`config.mk`:
```
export PLATFORM = sky130hd
export DESIGN_NAME = sha512_queue
export DESIGN_NICKNAME = d
export VERILOG_FILES = /design/src/rtl/core/sha512_pkg.sv /design/src/rtl/core/sha512_queue.sv
export SDC_FILE = /design/constraint.sdc
export NUM_CORES = 1
export LEC_CHECK = 0
export CORE_UTILIZATION = 35
export CTS_BUF_LIST = sky130_fd_sc_hd__clkbuf_8
export CTS_CLUSTER_DIAMETER = 80
export DETAILED_ROUTE_END_ITERATION = 10
export DONT_BUFFER_PORTS = 1
export SYNTH_ARGS = -nofsm -noshare
export SYNTH_HDL_FRONTEND = slang
export SYNTH_SLANG_ARGS = --single-unit
```
`constraint.sdc`:
```
create_clock -name clk -period 6.7 [get_ports clk]
set_input_delay 0.335 -clock clk [delete_from_list [all_inputs] [get_ports clk]]
set_output_delay 0.335 -clock clk [all_outputs]
set_load 0.01 [all_outputs]
```
`src/rtl/core/sha512_pkg.sv`:
```
// Shared constants, types and functions of the SHA-512 hash core.
package sha512_pkg;

    localparam int WORD_W   = 64;
    localparam int BLK_W    = 16;
    localparam int DIG_W    = 8;
    localparam int ROUNDS   = 80;
    localparam int QUEUE_DEPTH = 4;
    localparam logic [63:0] PAD_WORD = 64'h8000_0000_0000_0000;

    // Word moved from the front (padding) to the back (compression).
    typedef struct packed {
        logic [63:0] word;
        logic        last;   // final word of the padded message
    } blk_beat_t;

    typedef logic [63:0] word_arr_t [8];

    function automatic logic [63:0] rotr(input logic [63:0] x, input int n);
        rotr = (x >> n) | (x << (64 - n));
    endfunction

    function automatic logic [63:0] init_hash(input logic [2:0] i);
        case (i)
            3'd0: init_hash = 64'h6a09e667f3bcc908;
            3'd1: init_hash = 64'hbb67ae8584caa73b;
            3'd2: init_hash = 64'h3c6ef372fe94f82b;
            3'd3: init_hash = 64'ha54ff53a5f1d36f1;
            3'd4: init_hash = 64'h510e527fade682d1;
            3'd5: init_hash = 64'h9b05688c2b3e6c1f;
            3'd6: init_hash = 64'h1f83d9abfb41bd6b;
            default: init_hash = 64'h5be0cd19137e2179;
        endcase
    endfunction

    function automatic logic [63:0] round_k(input logic [6:0] t);
        logic [63:0] k [80];
        k = '{
            64'h428a2f98d728ae22, 64'h7137449123ef65cd, 64'hb5c0fbcfec4d3b2f, 64'he9b5dba58189dbbc,
            64'h3956c25bf348b538, 64'h59f111f1b605d019, 64'h923f82a4af194f9b, 64'hab1c5ed5da6d8118,
            64'hd807aa98a3030242, 64'h12835b0145706fbe, 64'h243185be4ee4b28c, 64'h550c7dc3d5ffb4e2,
            64'h72be5d74f27b896f, 64'h80deb1fe3b1696b1, 64'h9bdc06a725c71235, 64'hc19bf174cf692694,
            64'he49b69c19ef14ad2, 64'hefbe4786384f25e3, 64'h0fc19dc68b8cd5b5, 64'h240ca1cc77ac9c65,
            64'h2de92c6f592b0275, 64'h4a7484aa6ea6e483, 64'h5cb0a9dcbd41fbd4, 64'h76f988da831153b5,
            64'h983e5152ee66dfab, 64'ha831c66d2db43210, 64'hb00327c898fb213f, 64'hbf597fc7beef0ee4,
            64'hc6e00bf33da88fc2, 64'hd5a79147930aa725, 64'h06ca6351e003826f, 64'h142929670a0e6e70,
            64'h27b70a8546d22ffc, 64'h2e1b21385c26c926, 64'h4d2c6dfc5ac42aed, 64'h53380d139d95b3df,
            64'h650a73548baf63de, 64'h766a0abb3c77b2a8, 64'h81c2c92e47edaee6, 64'h92722c851482353b,
            64'ha2bfe8a14cf10364, 64'ha81a664bbc423001, 64'hc24b8b70d0f89791, 64'hc76c51a30654be30,
            64'hd192e819d6ef5218, 64'hd69906245565a910, 64'hf40e35855771202a, 64'h106aa07032bbd1b8,
            64'h19a4c116b8d2d0c8, 64'h1e376c085141ab53, 64'h2748774cdf8eeb99, 64'h34b0bcb5e19b48a8,
            64'h391c0cb3c5c95a63, 64'h4ed8aa4ae3418acb, 64'h5b9cca4f7763e373, 64'h682e6ff3d6b2b8a3,
            64'h748f82ee5defb2fc, 64'h78a5636f43172f60, 64'h84c87814a1f0ab72, 64'h8cc702081a6439ec,
            64'h90befffa23631e28, 64'ha4506cebde82bde9, 64'hbef9a3f7b2c67915, 64'hc67178f2e372532b,
            64'hca273eceea26619c, 64'hd186b8c721c0c207, 64'heada7dd6cde0eb1e, 64'hf57d4f7fee6ed178,
            64'h06f067aa72176fba, 64'h0a637dc5a2c898a6, 64'h113f9804bef90dae, 64'h1b710b35131c471b,
            64'h28db77f523047d84, 64'h32caab7b40c72493, 64'h3c9ebe0a15c9bebc, 64'h431d67c49c100d4c,
            64'h4cc5d4becb3e42b6, 64'h597f299cfc657e2a, 64'h5fcb6fab3ad6faec, 64'h6c44198c4a475817
        };
        round_k = (t < 7'd80) ? k[t] : 64'd0;
    endfunction

endpackage

```
`src/rtl/core/sha512_queue.sv`:
```
// Short FIFO between the padding front end and the compression back end.
module sha512_queue
    import sha512_pkg::*;
#(
    parameter int DEPTH = QUEUE_DEPTH
)
(
    input  logic      clk,
    input  logic      rst_n,
    input  logic      wr_valid,
    output logic      wr_ready,
    input  blk_beat_t wr_data,
    output logic      rd_valid,
    input  logic      rd_ready,
    output blk_beat_t rd_data
);
    localparam int AW = (DEPTH > 1) ? $clog2(DEPTH) : 1;

    blk_beat_t             mem [DEPTH];
    logic [AW-1:0]         wp_reg, rp_reg;
    logic [$clog2(DEPTH+1)-1:0] cnt_reg;
    logic                  do_wr, do_rd;

    assign wr_ready = (cnt_reg != DEPTH[$clog2(DEPTH+1)-1:0]);
    assign rd_valid = (cnt_reg != '0);
    assign rd_data = mem[rp_reg];
    assign do_wr = wr_valid && wr_ready;
    assign do_rd = rd_valid && rd_ready;

    always_ff @(posedge clk)
    begin
        if (do_wr)
        begin
            mem[wp_reg] <= wr_data;
        end
    end

    always_ff @(posedge clk or negedge rst_n)
    begin
        if (!rst_n)
        begin
            wp_reg <= '0;
            rp_reg <= '0;
            cnt_reg <= '0;
        end
        else
        begin
            if (do_wr)
            begin
                wp_reg <= (wp_reg == AW'(DEPTH - 1)) ? '0 : wp_reg + 1'b1;
            end
            if (do_rd)
            begin
                rp_reg <= (rp_reg == AW'(DEPTH - 1)) ? '0 : rp_reg + 1'b1;
            end
            cnt_reg <= cnt_reg + (do_wr ? 1'b1 : 1'b0) - (do_rd ? 1'b1 : 1'b0);
        end
    end
endmodule

```
==> metrics.yaml <==
status: "finished clean"
fin_nets: 552
syn_area_per_cell_sq_um: 26.0
grt_max_degree: 68
cp-start-kind: "flip-flop"
largest_reg_flops: 260
yosys.cell_types.count: 19
tightest_slew_ns: 1.07
worst_slack_ns: 3.57
syn_inst: 378
finalSetupViolCount: 0
ctsResizeCount: 0
setup_tns_ns: 0
rows: 60
area_delta_synth_final_pct: 18.7
hold-worst-slack_ns: 0.139
p_seq_frac: 0.500
portBuffers: 0
syn_area_sq_mm: 0.00982
crit_type: "reg2out"
hold_path.class: "in2reg"
clock_path_buffers: 3
drv_slew: 0
crit_arrival_ns: 2.79
pre_cts_slack_ns: 3.99
htree_levels: 2
grt_usage: 0.125
grt_pass1_wl_mm: 26.9
layout_commonest_cell: "edfxtp_1"
grt_setup_unrepaired: "false"
p_int_mw: 3.43
final_cell_mix: "edfxtp_1 (260), dlygate4sd3_1 (66), mux4_2 (65)"
first_pass_iters: 4
overflow: 0
min_period_ns: 3.13
cts_root_buf: "clkbuf_8"
start_util: 0.361
ioPinCount: 136
place_congestion: 0.663
hold_buffers: 66
via_count: 4147
cts_inserted_buffers: 43
syn_nets: 455
finalPower_mw: 4.84
p_clk_frac: 0.263
final_cells: 875
synth.ff_latch_count: 267
path_max_fanout: 46
clock-sinks: 267
p_leak_nw: 3.75
finalHoldViolations: 0
placed_cells: 736
yosysWarnings: 0
fin_skew_ns: 0.0135
drc_errors: 0
cts_tree: "yes"
postRouteAntennaNets: 0
antenna_found_initial: 0
post-route-period-util: 0.467
finish.utilization: 0.428
die-area_sq_mm: 0.0287
cts_setup_buffers: 0
synth-seq-area-share: 0.813
combPwrFrac: 0.237
crit_required_ns: 6.36
p_per_area_mw_per_mm2: 415
drt_first_iter_violations: 236
core_sq_mm: 0.0273
switching_share: 0.291
fmax_ghz: 0.320
die_w_um: 170
power_switching_mw: 1.41
finalInstanceArea_sq_mm: 0.0117
grt_pass1_vias: 4789
floorplan.die.height_um: 170
path_clk_slew_ns: 0.05
clk_latency_ns: 0.52
fillers: 2363
routedWlPerCell_um: 19.9
hpwl_mm: 9.17
viasPerCell: 4.74
drive_gt1_frac: 0.258
place_area_sq_mm: 0.0102
worst_setup_path_end_kind: "primary output"
diodes: 0
vdd_drop_max_mv: 0.255
drv_cap: 0
slew-limit-headroom: 0.285
wl_mm: 17.4
-- final timing paths --
path / from / end / slack [ns] / cells after the start
worst max-delay path: rp_reg[0] / rd_data[47] / 3.57 / 2
worst min-delay path: wr_valid / wp_reg[1] / 0.14 / 2
worst max register to register: cnt_reg[1] / cnt_reg[2] / 4.14 / 10
worst min register to register: cnt_reg[2] / cnt_reg[2] / 0.51 / 1
max in group asynchronous: rst_n / rp_reg[0] / 6.22 / 1
min in group asynchronous: rst_n / wp_reg[1] / 0.17 / 1
-- routing by layer --
| metal | share of wire | vias to the layer above | track usage |
|---|---|---|---|
| li1 | - | 1811 | - |
| met2 | 0.51 | 127 | 0.211 |
| met3 | 0.075 | 30 | 0.0471 |
| met4 | 0.018 | 0 | 0.0435 |
| met5 | 0 | - | 0 |
| met1 | 0.39 | 2179 | 0.145 |
-- Yosys cell counts --
master / instances / share of area
edfxtp_1: 260 / 0.79
mux4_2: 65 / 0.15
dfrtp_1: 7 / 0.018
ha_1: 7 / 0.0089
inv_1: 7 / 0.0027
buf_2: 6 / 0.0031
and3_2: 4 / 0.0031
buf_6: 4 / 0.0046
buf_4: 3 / 0.0023
clkbuf_1: 2 / 0.00076
mux2_2: 2 / 0.0023
mux2_4: 2 / 0.0031
nor2_1: 2 / 0.00076
xnor2_1: 2 / 0.0018
and2_4: 1 / 0.00089
fa_1: 1 / 0.0020
nand2_1: 1 / 0.00038
or3_2: 1 / 0.00076
or3b_4: 1 / 0.0011
-- worst max-delay path, stage by stage (launching register included) --
cell,delay (ns)
dfrtp_4,0.72
buf_4,0.81
mux4_2,0.67
-- cells by family (layout without fill, tap and decap cells) --
group / Yosys count / count (layout) / share of synthesized area
xor+xnor: 2 / 2 / 0.00178
fa+ha+maj: 8 / 8 / 0.0110
buf+inv: 22 / 147 / 0.0134
flops: 267 / 267 / 0.813
mux: 69 / 69 / 0.154
simple gates: 10 / 10 / 0.00700
-- area by class of cell --
type | count | area (sq um) | share of cell area
Multi-Input combinational cell | 89 | 1730 | 0.148
Tap cell | 372 | 465 | 0.0399
Clock inverter | 28 | 165 | 0.0142
Sequential cell | 267 | 7990 | 0.685
Timing Repair Buffer | 67 | 668 | 0.0573
Clock buffer | 45 | 619 | 0.0531
Inverter | 7 | 26.3 | 0.00225
-- power by group through the flow --
| stage | logic (mW) | registers, mW | clock network [mW] |
|---|---|---|---|
| detailed placement | 1.14 | 2.47 | 0 |
| floorplan | 1.02 | 2.30 | 0 |
| global placement | 1.12 | 2.45 | 0 |
| global route | 1.24 | 2.47 | 1.40 |
| finish | 1.15 | 2.42 | 1.27 |
| CTS | 1.19 | 2.43 | 1.33 |
Note: power is estimated with default switching activity, not from simulation.
