===== src/rtl/core/sha512_pkg.sv =====
// Shared constants, types and functions of the SHA-512 hash core.
package sha512_pkg;

    localparam int WORD_W   = 64;
    localparam int BLK_W    = 16;
    localparam int DIG_W    = 8;
    localparam int ROUNDS   = 80;
    localparam int QUEUE_DEPTH = 4;
    localparam logic [63:0] PAD_WORD = 64'h8000_0000_0000_0000;

    // Word moved from the front (padding) to the back (compression).
    typedef struct packed {
        logic [63:0] word;
        logic        last;   // final word of the padded message
    } blk_beat_t;

    typedef logic [63:0] word_arr_t [8];

    function automatic logic [63:0] rotr(input logic [63:0] x, input int n);
        rotr = (x >> n) | (x << (64 - n));
    endfunction

    function automatic logic [63:0] init_hash(input logic [2:0] i);
        case (i)
            3'd0: init_hash = 64'h6a09e667f3bcc908;
            3'd1: init_hash = 64'hbb67ae8584caa73b;
            3'd2: init_hash = 64'h3c6ef372fe94f82b;
            3'd3: init_hash = 64'ha54ff53a5f1d36f1;
            3'd4: init_hash = 64'h510e527fade682d1;
            3'd5: init_hash = 64'h9b05688c2b3e6c1f;
            3'd6: init_hash = 64'h1f83d9abfb41bd6b;
            default: init_hash = 64'h5be0cd19137e2179;
        endcase
    endfunction

    function automatic logic [63:0] round_k(input logic [6:0] t);
        logic [63:0] k [80];
        k = '{
            64'h428a2f98d728ae22, 64'h7137449123ef65cd, 64'hb5c0fbcfec4d3b2f, 64'he9b5dba58189dbbc,
            64'h3956c25bf348b538, 64'h59f111f1b605d019, 64'h923f82a4af194f9b, 64'hab1c5ed5da6d8118,
            64'hd807aa98a3030242, 64'h12835b0145706fbe, 64'h243185be4ee4b28c, 64'h550c7dc3d5ffb4e2,
            64'h72be5d74f27b896f, 64'h80deb1fe3b1696b1, 64'h9bdc06a725c71235, 64'hc19bf174cf692694,
            64'he49b69c19ef14ad2, 64'hefbe4786384f25e3, 64'h0fc19dc68b8cd5b5, 64'h240ca1cc77ac9c65,
            64'h2de92c6f592b0275, 64'h4a7484aa6ea6e483, 64'h5cb0a9dcbd41fbd4, 64'h76f988da831153b5,
            64'h983e5152ee66dfab, 64'ha831c66d2db43210, 64'hb00327c898fb213f, 64'hbf597fc7beef0ee4,
            64'hc6e00bf33da88fc2, 64'hd5a79147930aa725, 64'h06ca6351e003826f, 64'h142929670a0e6e70,
            64'h27b70a8546d22ffc, 64'h2e1b21385c26c926, 64'h4d2c6dfc5ac42aed, 64'h53380d139d95b3df,
            64'h650a73548baf63de, 64'h766a0abb3c77b2a8, 64'h81c2c92e47edaee6, 64'h92722c851482353b,
            64'ha2bfe8a14cf10364, 64'ha81a664bbc423001, 64'hc24b8b70d0f89791, 64'hc76c51a30654be30,
            64'hd192e819d6ef5218, 64'hd69906245565a910, 64'hf40e35855771202a, 64'h106aa07032bbd1b8,
            64'h19a4c116b8d2d0c8, 64'h1e376c085141ab53, 64'h2748774cdf8eeb99, 64'h34b0bcb5e19b48a8,
            64'h391c0cb3c5c95a63, 64'h4ed8aa4ae3418acb, 64'h5b9cca4f7763e373, 64'h682e6ff3d6b2b8a3,
            64'h748f82ee5defb2fc, 64'h78a5636f43172f60, 64'h84c87814a1f0ab72, 64'h8cc702081a6439ec,
            64'h90befffa23631e28, 64'ha4506cebde82bde9, 64'hbef9a3f7b2c67915, 64'hc67178f2e372532b,
            64'hca273eceea26619c, 64'hd186b8c721c0c207, 64'heada7dd6cde0eb1e, 64'hf57d4f7fee6ed178,
            64'h06f067aa72176fba, 64'h0a637dc5a2c898a6, 64'h113f9804bef90dae, 64'h1b710b35131c471b,
            64'h28db77f523047d84, 64'h32caab7b40c72493, 64'h3c9ebe0a15c9bebc, 64'h431d67c49c100d4c,
            64'h4cc5d4becb3e42b6, 64'h597f299cfc657e2a, 64'h5fcb6fab3ad6faec, 64'h6c44198c4a475817
        };
        round_k = (t < 7'd80) ? k[t] : 64'd0;
    endfunction

endpackage


===== src/rtl/core/sha512_if.sv =====
// Valid/ready channel interfaces for message words and digest words.
interface sha512_in_if;
    logic        valid;
    logic        ready;
    logic [63:0] message_word;
    logic [3:0]  bytes_valid;
    logic        last_word;
    modport source (output valid, message_word, bytes_valid, last_word, input ready);
    modport sink (input valid, message_word, bytes_valid, last_word, output ready);
endinterface



===== src/rtl/core/sha512_front.sv =====
// Front end: length count, byte masking and padding word generation.
module sha512_front
    import sha512_pkg::*;
(
    input  logic             clk,
    input  logic             rst_n,
    sha512_in_if.sink        in_ch,
    output logic             beat_valid,
    input  logic             beat_ready,
    output blk_beat_t        beat
);
    typedef enum logic [1:0] {S_PASS, S_PAD0, S_LENHI, S_LEN} state_t;

    state_t      state_reg, state_next;
    logic [3:0]  pos_reg, pos_next;
    logic [63:0] len_reg, len_next;
    logic        pad_pending_reg, pad_pending_next;  // full last word: pad byte still owed
    logic [3:0]  nb;
    logic [63:0] keep;
    logic [63:0] masked;
    logic        fire;

    assign nb = (in_ch.bytes_valid > 4'd8) ? 4'd8 : in_ch.bytes_valid;
    assign keep = (nb == 4'd0) ? 64'd0 : ~(64'hffff_ffff_ffff_ffff >> {nb, 3'b000});
    assign masked = (in_ch.message_word & keep) | (PAD_WORD >> {nb, 3'b000});
    assign fire = beat_valid && beat_ready;

    always_comb
    begin
        in_ch.ready = 1'b0;
        beat_valid = 1'b0;
        beat = '{word: 64'd0, last: 1'b0};
        state_next = state_reg;
        pos_next = pos_reg;
        len_next = len_reg;
        pad_pending_next = pad_pending_reg;
        case (state_reg)
            S_PASS:
            begin
                in_ch.ready = beat_ready;
                beat_valid = in_ch.valid;
                if (!in_ch.last_word)
                begin
                    beat.word = in_ch.message_word;
                end
                else if (nb == 4'd8)
                begin
                    beat.word = in_ch.message_word;
                end
                else
                begin
                    beat.word = masked;
                end
                if (fire)
                begin
                    pos_next = pos_reg + 4'd1;
                    if (!in_ch.last_word)
                    begin
                        len_next = len_reg + 64'd64;
                    end
                    else
                    begin
                        len_next = len_reg + {57'd0, nb, 3'b000};
                        pad_pending_next = (nb == 4'd8);
                        state_next = S_PAD0;
                    end
                end
            end
            S_PAD0:
            begin
                beat_valid = 1'b1;
                beat.word = pad_pending_reg ? PAD_WORD : 64'd0;
                if (pos_reg == 4'd14 && !pad_pending_reg)
                begin
                    state_next = S_LENHI;
                    beat_valid = 1'b0;
                end
                else if (fire)
                begin
                    pos_next = pos_reg + 4'd1;
                    pad_pending_next = 1'b0;
                end
            end
            S_LENHI:
            begin
                beat_valid = 1'b1;
                if (fire)
                begin
                    pos_next = pos_reg + 4'd1;
                    state_next = S_LEN;
                end
            end
            S_LEN:
            begin
                beat_valid = 1'b1;
                beat.word = len_reg;
                beat.last = 1'b1;
                if (fire)
                begin
                    pos_next = 4'd0;
                    len_next = 64'd0;
                    state_next = S_PASS;
                end
            end
            default: state_next = S_PASS;
        endcase
    end

    always_ff @(posedge clk or negedge rst_n)
    begin
        if (!rst_n)
        begin
            state_reg <= S_PASS;
            pos_reg <= 4'd0;
            len_reg <= 64'd0;
            pad_pending_reg <= 1'b0;
        end
        else
        begin
            state_reg <= state_next;
            pos_reg <= pos_next;
            len_reg <= len_next;
            pad_pending_reg <= pad_pending_next;
        end
    end
endmodule


===== src/flat_wrapper.sv =====
// flat-port wrapper written by rule: the top's interface ports become plain ports
module sha512_front_flat import sha512_pkg::*;
  (clk, rst_n, beat_valid, beat_ready, beat, in_ch_valid, in_ch_message_word, in_ch_bytes_valid, in_ch_last_word, in_ch_ready);
  sha512_in_if in_ch_i ();
  input  logic clk;
  input  logic rst_n;
  output logic beat_valid;
  input  logic beat_ready;
  output blk_beat_t beat;
  input wire logic [$bits(in_ch_i.valid)-1:0] in_ch_valid;
  input wire logic [$bits(in_ch_i.message_word)-1:0] in_ch_message_word;
  input wire logic [$bits(in_ch_i.bytes_valid)-1:0] in_ch_bytes_valid;
  input wire logic [$bits(in_ch_i.last_word)-1:0] in_ch_last_word;
  output wire logic [$bits(in_ch_i.ready)-1:0] in_ch_ready;
  assign in_ch_i.valid = in_ch_valid;
  assign in_ch_i.message_word = in_ch_message_word;
  assign in_ch_i.bytes_valid = in_ch_bytes_valid;
  assign in_ch_i.last_word = in_ch_last_word;
  assign in_ch_ready = in_ch_i.ready;
  sha512_front u_core (.clk(clk), .rst_n(rst_n), .in_ch(in_ch_i), .beat_valid(beat_valid), .beat_ready(beat_ready), .beat(beat));
endmodule

===== config.mk =====
export PLATFORM = sky130hd
export DESIGN_NAME = sha512_front_flat
export DESIGN_NICKNAME = d
export VERILOG_FILES = /design/src/rtl/core/sha512_pkg.sv /design/src/rtl/core/sha512_if.sv /design/src/rtl/core/sha512_front.sv /design/src/flat_wrapper.sv
export SDC_FILE = /design/constraint.sdc
export NUM_CORES = 1
export LEC_CHECK = 0
export BUFFER_PORTS_ARGS = -buffer_cell sky130_fd_sc_hd__buf_2
export CAP_MARGIN = 20
export CORE_MARGIN = 4
export CORE_UTILIZATION = 30
export CTS_CLUSTER_SIZE = 40
export DETAILED_ROUTE_END_ITERATION = 8
export MAX_ROUTING_LAYER = met4
export PLACE_DENSITY = 0.49
export SYNTH_ARGS = -nofsm -noshare
export SYNTH_HDL_FRONTEND = slang
export SYNTH_SLANG_ARGS = --single-unit

===== constraint.sdc =====
create_clock -name clk -period 6 [get_ports clk]
set_input_delay 1.2 -clock clk [delete_from_list [all_inputs] [get_ports clk]]
set_output_delay 1.2 -clock clk [all_outputs]
set_load 0.005 [all_outputs]

==> metrics.md <==
| Metric | Value |
|---|---|
| CP top delay family | `compound AO/OA/AOI/OAI gates` |
| Initial DRC Count | `267` |
| Syn Area/Cell | `8.305 sq um` |
| PwrDens | `324.5 mW/mm^2` |
| Synth Instances | `607` |
| Max-slew violation total from the final report | `0` |
| Io pins | `140` |
| Period utilization | `71.57%` |
| Static Leakage | `2.719 nW` |
| Primary FF master, synth | `dfrtp_1` |
| Vias in the first global route | `5001` |
| Rel. slew slack | `36.88%` |
| Crit path DAT | `3.09 ns` |
| ANT nets after route | `0` |
| Critical path class | `flip-flop to output pin` |
| Initial Util | `30.51%` |
| Total GRT Usage | `17.65%` |
| Clock Skews | `0.009370 ns` |
| Initial antenna violation count | `0` |
| TritonCTS clock tree | `done` |
| CTS sink count | `68` |
| Finished Core Util | `37.34%` |
| Clock root buffer | `clkbuf_16` |
| Final net count | `805` |
| Synth warn | `0` |
| Post-synthesis sequential area ratio | `33.76%` |
| Worst path slowest cell | `ha_1` |
| Synth Net Count | `692` |
| Max Cap Viol | `0` |
| Worst endpoint required time | `4.80 ns` |
| Synth unique cells | `61` |
| Final hold viol count | `0` |
| Cts hold-fix bufs | `0` |
| Die Area | `0.01894 sq mm` |
| Peak Freq | `0.2329 GHz` |
| Post_cts resized | `0` |
| Area growth, synth to finish | `22.41%` |
| H-tree lvl count | `3` |
| List of most frequent post-synthesis cells | `83 x nor2_1, 68 x dfrtp_1, 50 x a22oi_1` |
| Vias per inst | `5.541` |
| Final Wtd Congestion | `0.8687` |
| Fillers | `1761` |
| Number of flip-flops in the largest register | `61` |
| Total grt overflow | `0` |
| Setup slack at placement | `1.657 ns` |
| Critical path capture point type | `output pin` |
| Netlist Area Pre-Place | `0.005041 sq mm` |
| CP peak stage delay | `0.68 ns` |
| Layout cells sized above 1 | `25.24%` |
| Leading area contributor after synthesis | `dfrtp_1` |
| I/O Buffers | `139` |
| Routed WL | `16.61 mm` |
| Final worst setup slack | `1.706 ns` |
| DRC Markers | `0` |
| Buf/Inv on CP | `2` |
| Clock buffer depth | `2` |
| Worst slew pin tran | `0.9395 ns` |
| Finish-stage setup viols | `0` |
| Chip width | `137.6 um` |
| Final Critical Period | `4.294 ns` |
| Seq cells post-synth | `68` |
| Fin Setup TNS | `0 ns` |
| Drt wl/cell | `17.57 um` |
| Pre-Repair DR Iteration Count | `5` |
| Worst Hold Class | `flip-flop to flip-flop` |
| Antenna cells | `0` |
| Most common cell in the netlist | `nor2_1` |
| Tot Pwr | `0.002003 W` |
| DR vias | `5236` |
| Row Count | `47` |
| Global-route wire length before repair | `25.85 mm` |
| Hpwl dp | `12.06 mm` |
| Crit path launch type | `flip-flop` |
| Worst vdd ir | `167.6 uV` |
| Top-area cell type share of the netlist area | `33.76%` |
| Worst-path clk slew | `0.05 ns` |
| Number of synthesized flops with an enable pin | `0` |
| Synth top area cells | `dfrtp_1 34%, a22oi_1 7.4%, nor2_1 6.2%` |
| Die H | `137.6 um` |
| Crit-path cells | `inv_1 > ha_1 > a21boi_1 > o21a_1 > o21ai_0 > a21oi_1 > buf_2` |
| RSZ-0062 raised after global routing | `no` |
| Critical path peak fanout | `22` |
| Core area | `0.01652 sq mm` |
| Setup Fix Bufs, Post-CTS | `0` |
| Status | `finished clean` |
| Number of CTS-inserted buffers | `9` |
| Clk_lat worst skew | `0.33 ns` |
| Async SR Flop Fraction | `100.0%` |
| Pin count of the biggest net entering global routing | `73` |
worst paths after layout:
path / from / to / slack, ns / depth (start not counted)
max: u_core.state_reg[0] / beat[8] / 1.71 / 7
min: u_core.len_reg[3] / u_core.len_reg[3] / 0.55 / 1
max reg2reg: u_core.state_reg[0] / u_core.len_reg[59] / 2.30 / 7
min reg2reg: u_core.len_reg[3] / u_core.len_reg[3] / 0.55 / 1
max in group asynchronous: rst_n / u_core.pad_pending_reg / 4.14 / 2
min in group asynchronous: rst_n / u_core.len_reg[58] / 0.83 / 1
cell usage in the layout, fill, tap and decap left out, drive strengths merged, types with 2 or more instances in the layout:
cell type and instances:
buf 145, nor2 83, dfrtp 68, a22oi 50
a21oi 49, o21ai 35, nand2 30, nand3 25
nand4 24, or4 23, o31ai 22, or3 15
inv 12, and2 12, ha 12, xor2 11
clkbuf 11, and4 11, nand2b 8, nor2b 7
and3 6, mux2i 5, xnor2 5, a21boi 4
a32oi 4, nor3 4, nor4b 4, o21a 3
nor3b 3, a22o 3, clkinv 3, o211ai 2
a221o 2, mux2 2, o21ba 2, nor4 2
a31o 2, nand4b 2
metal layers:
layer | GRT usage [%] | wire [um] | part of all wire (%) | vias to the layer above
li1 | - | - | - | 2518
met1 | 22.76 | 7498 | 45 | 2547
met2 | 29.23 | 8069 | 49 | 152
met3 | 1.863 | 747 | 4.5 | 19
met4 | 5.432 | 292 | 1.8 | 0
met5 | - | 0 | 0 | -
area by class of cell:
type | count | area, sq um | share of cell area (%)
Timing Repair Buffer | 145 | 765.7 | 12.41
Inverter | 12 | 45.04 | 0.7299
Clock inverter | 5 | 52.55 | 0.8516
Sequential cell | 68 | 1702 | 27.57
Multi-Input combinational cell | 484 | 3098 | 50.20
Tap cell | 220 | 275.3 | 4.461
Clock buffer | 11 | 232.7 | 3.771
metrics by stage:
| step | hold slack [ns] | cells | instance area, sq um |
|---|---|---|---|
| 2_1_floorplan | 0.4946 | 607 | 5041 |
| 3_3_place_gp | 0.5194 | 927 | 5846 |
| 3_5_place_dp | 0.5423 | 927 | 5846 |
| 4_1_cts | 0.5561 | 943 | 6131 |
| 5_1_grt | 0.5884 | 945 | 6171 |
| 6_report | 0.5539 | 945 | 6171 |
cells by family (layout without fill, tap and decap cells):
family	after synthesis	after routing	synth area share, %
compound gates	187	187	24.99
xor+xnor	16	16	2.780
fa+ha+maj	12	12	2.978
buf+inv	55	173	4.914
flops	68	68	33.76
mux	7	7	1.440
simple gates	262	262	29.14
report_power, final:
group	internal (W)	total [W]	switching, W
sequential	0.000503	0.000562	0.0000593
combinational	0.000352	0.000921	0.000568
clock	0.000320	0.000520	0.000200
No activity file was read; power rests on OpenSTA's default activity.
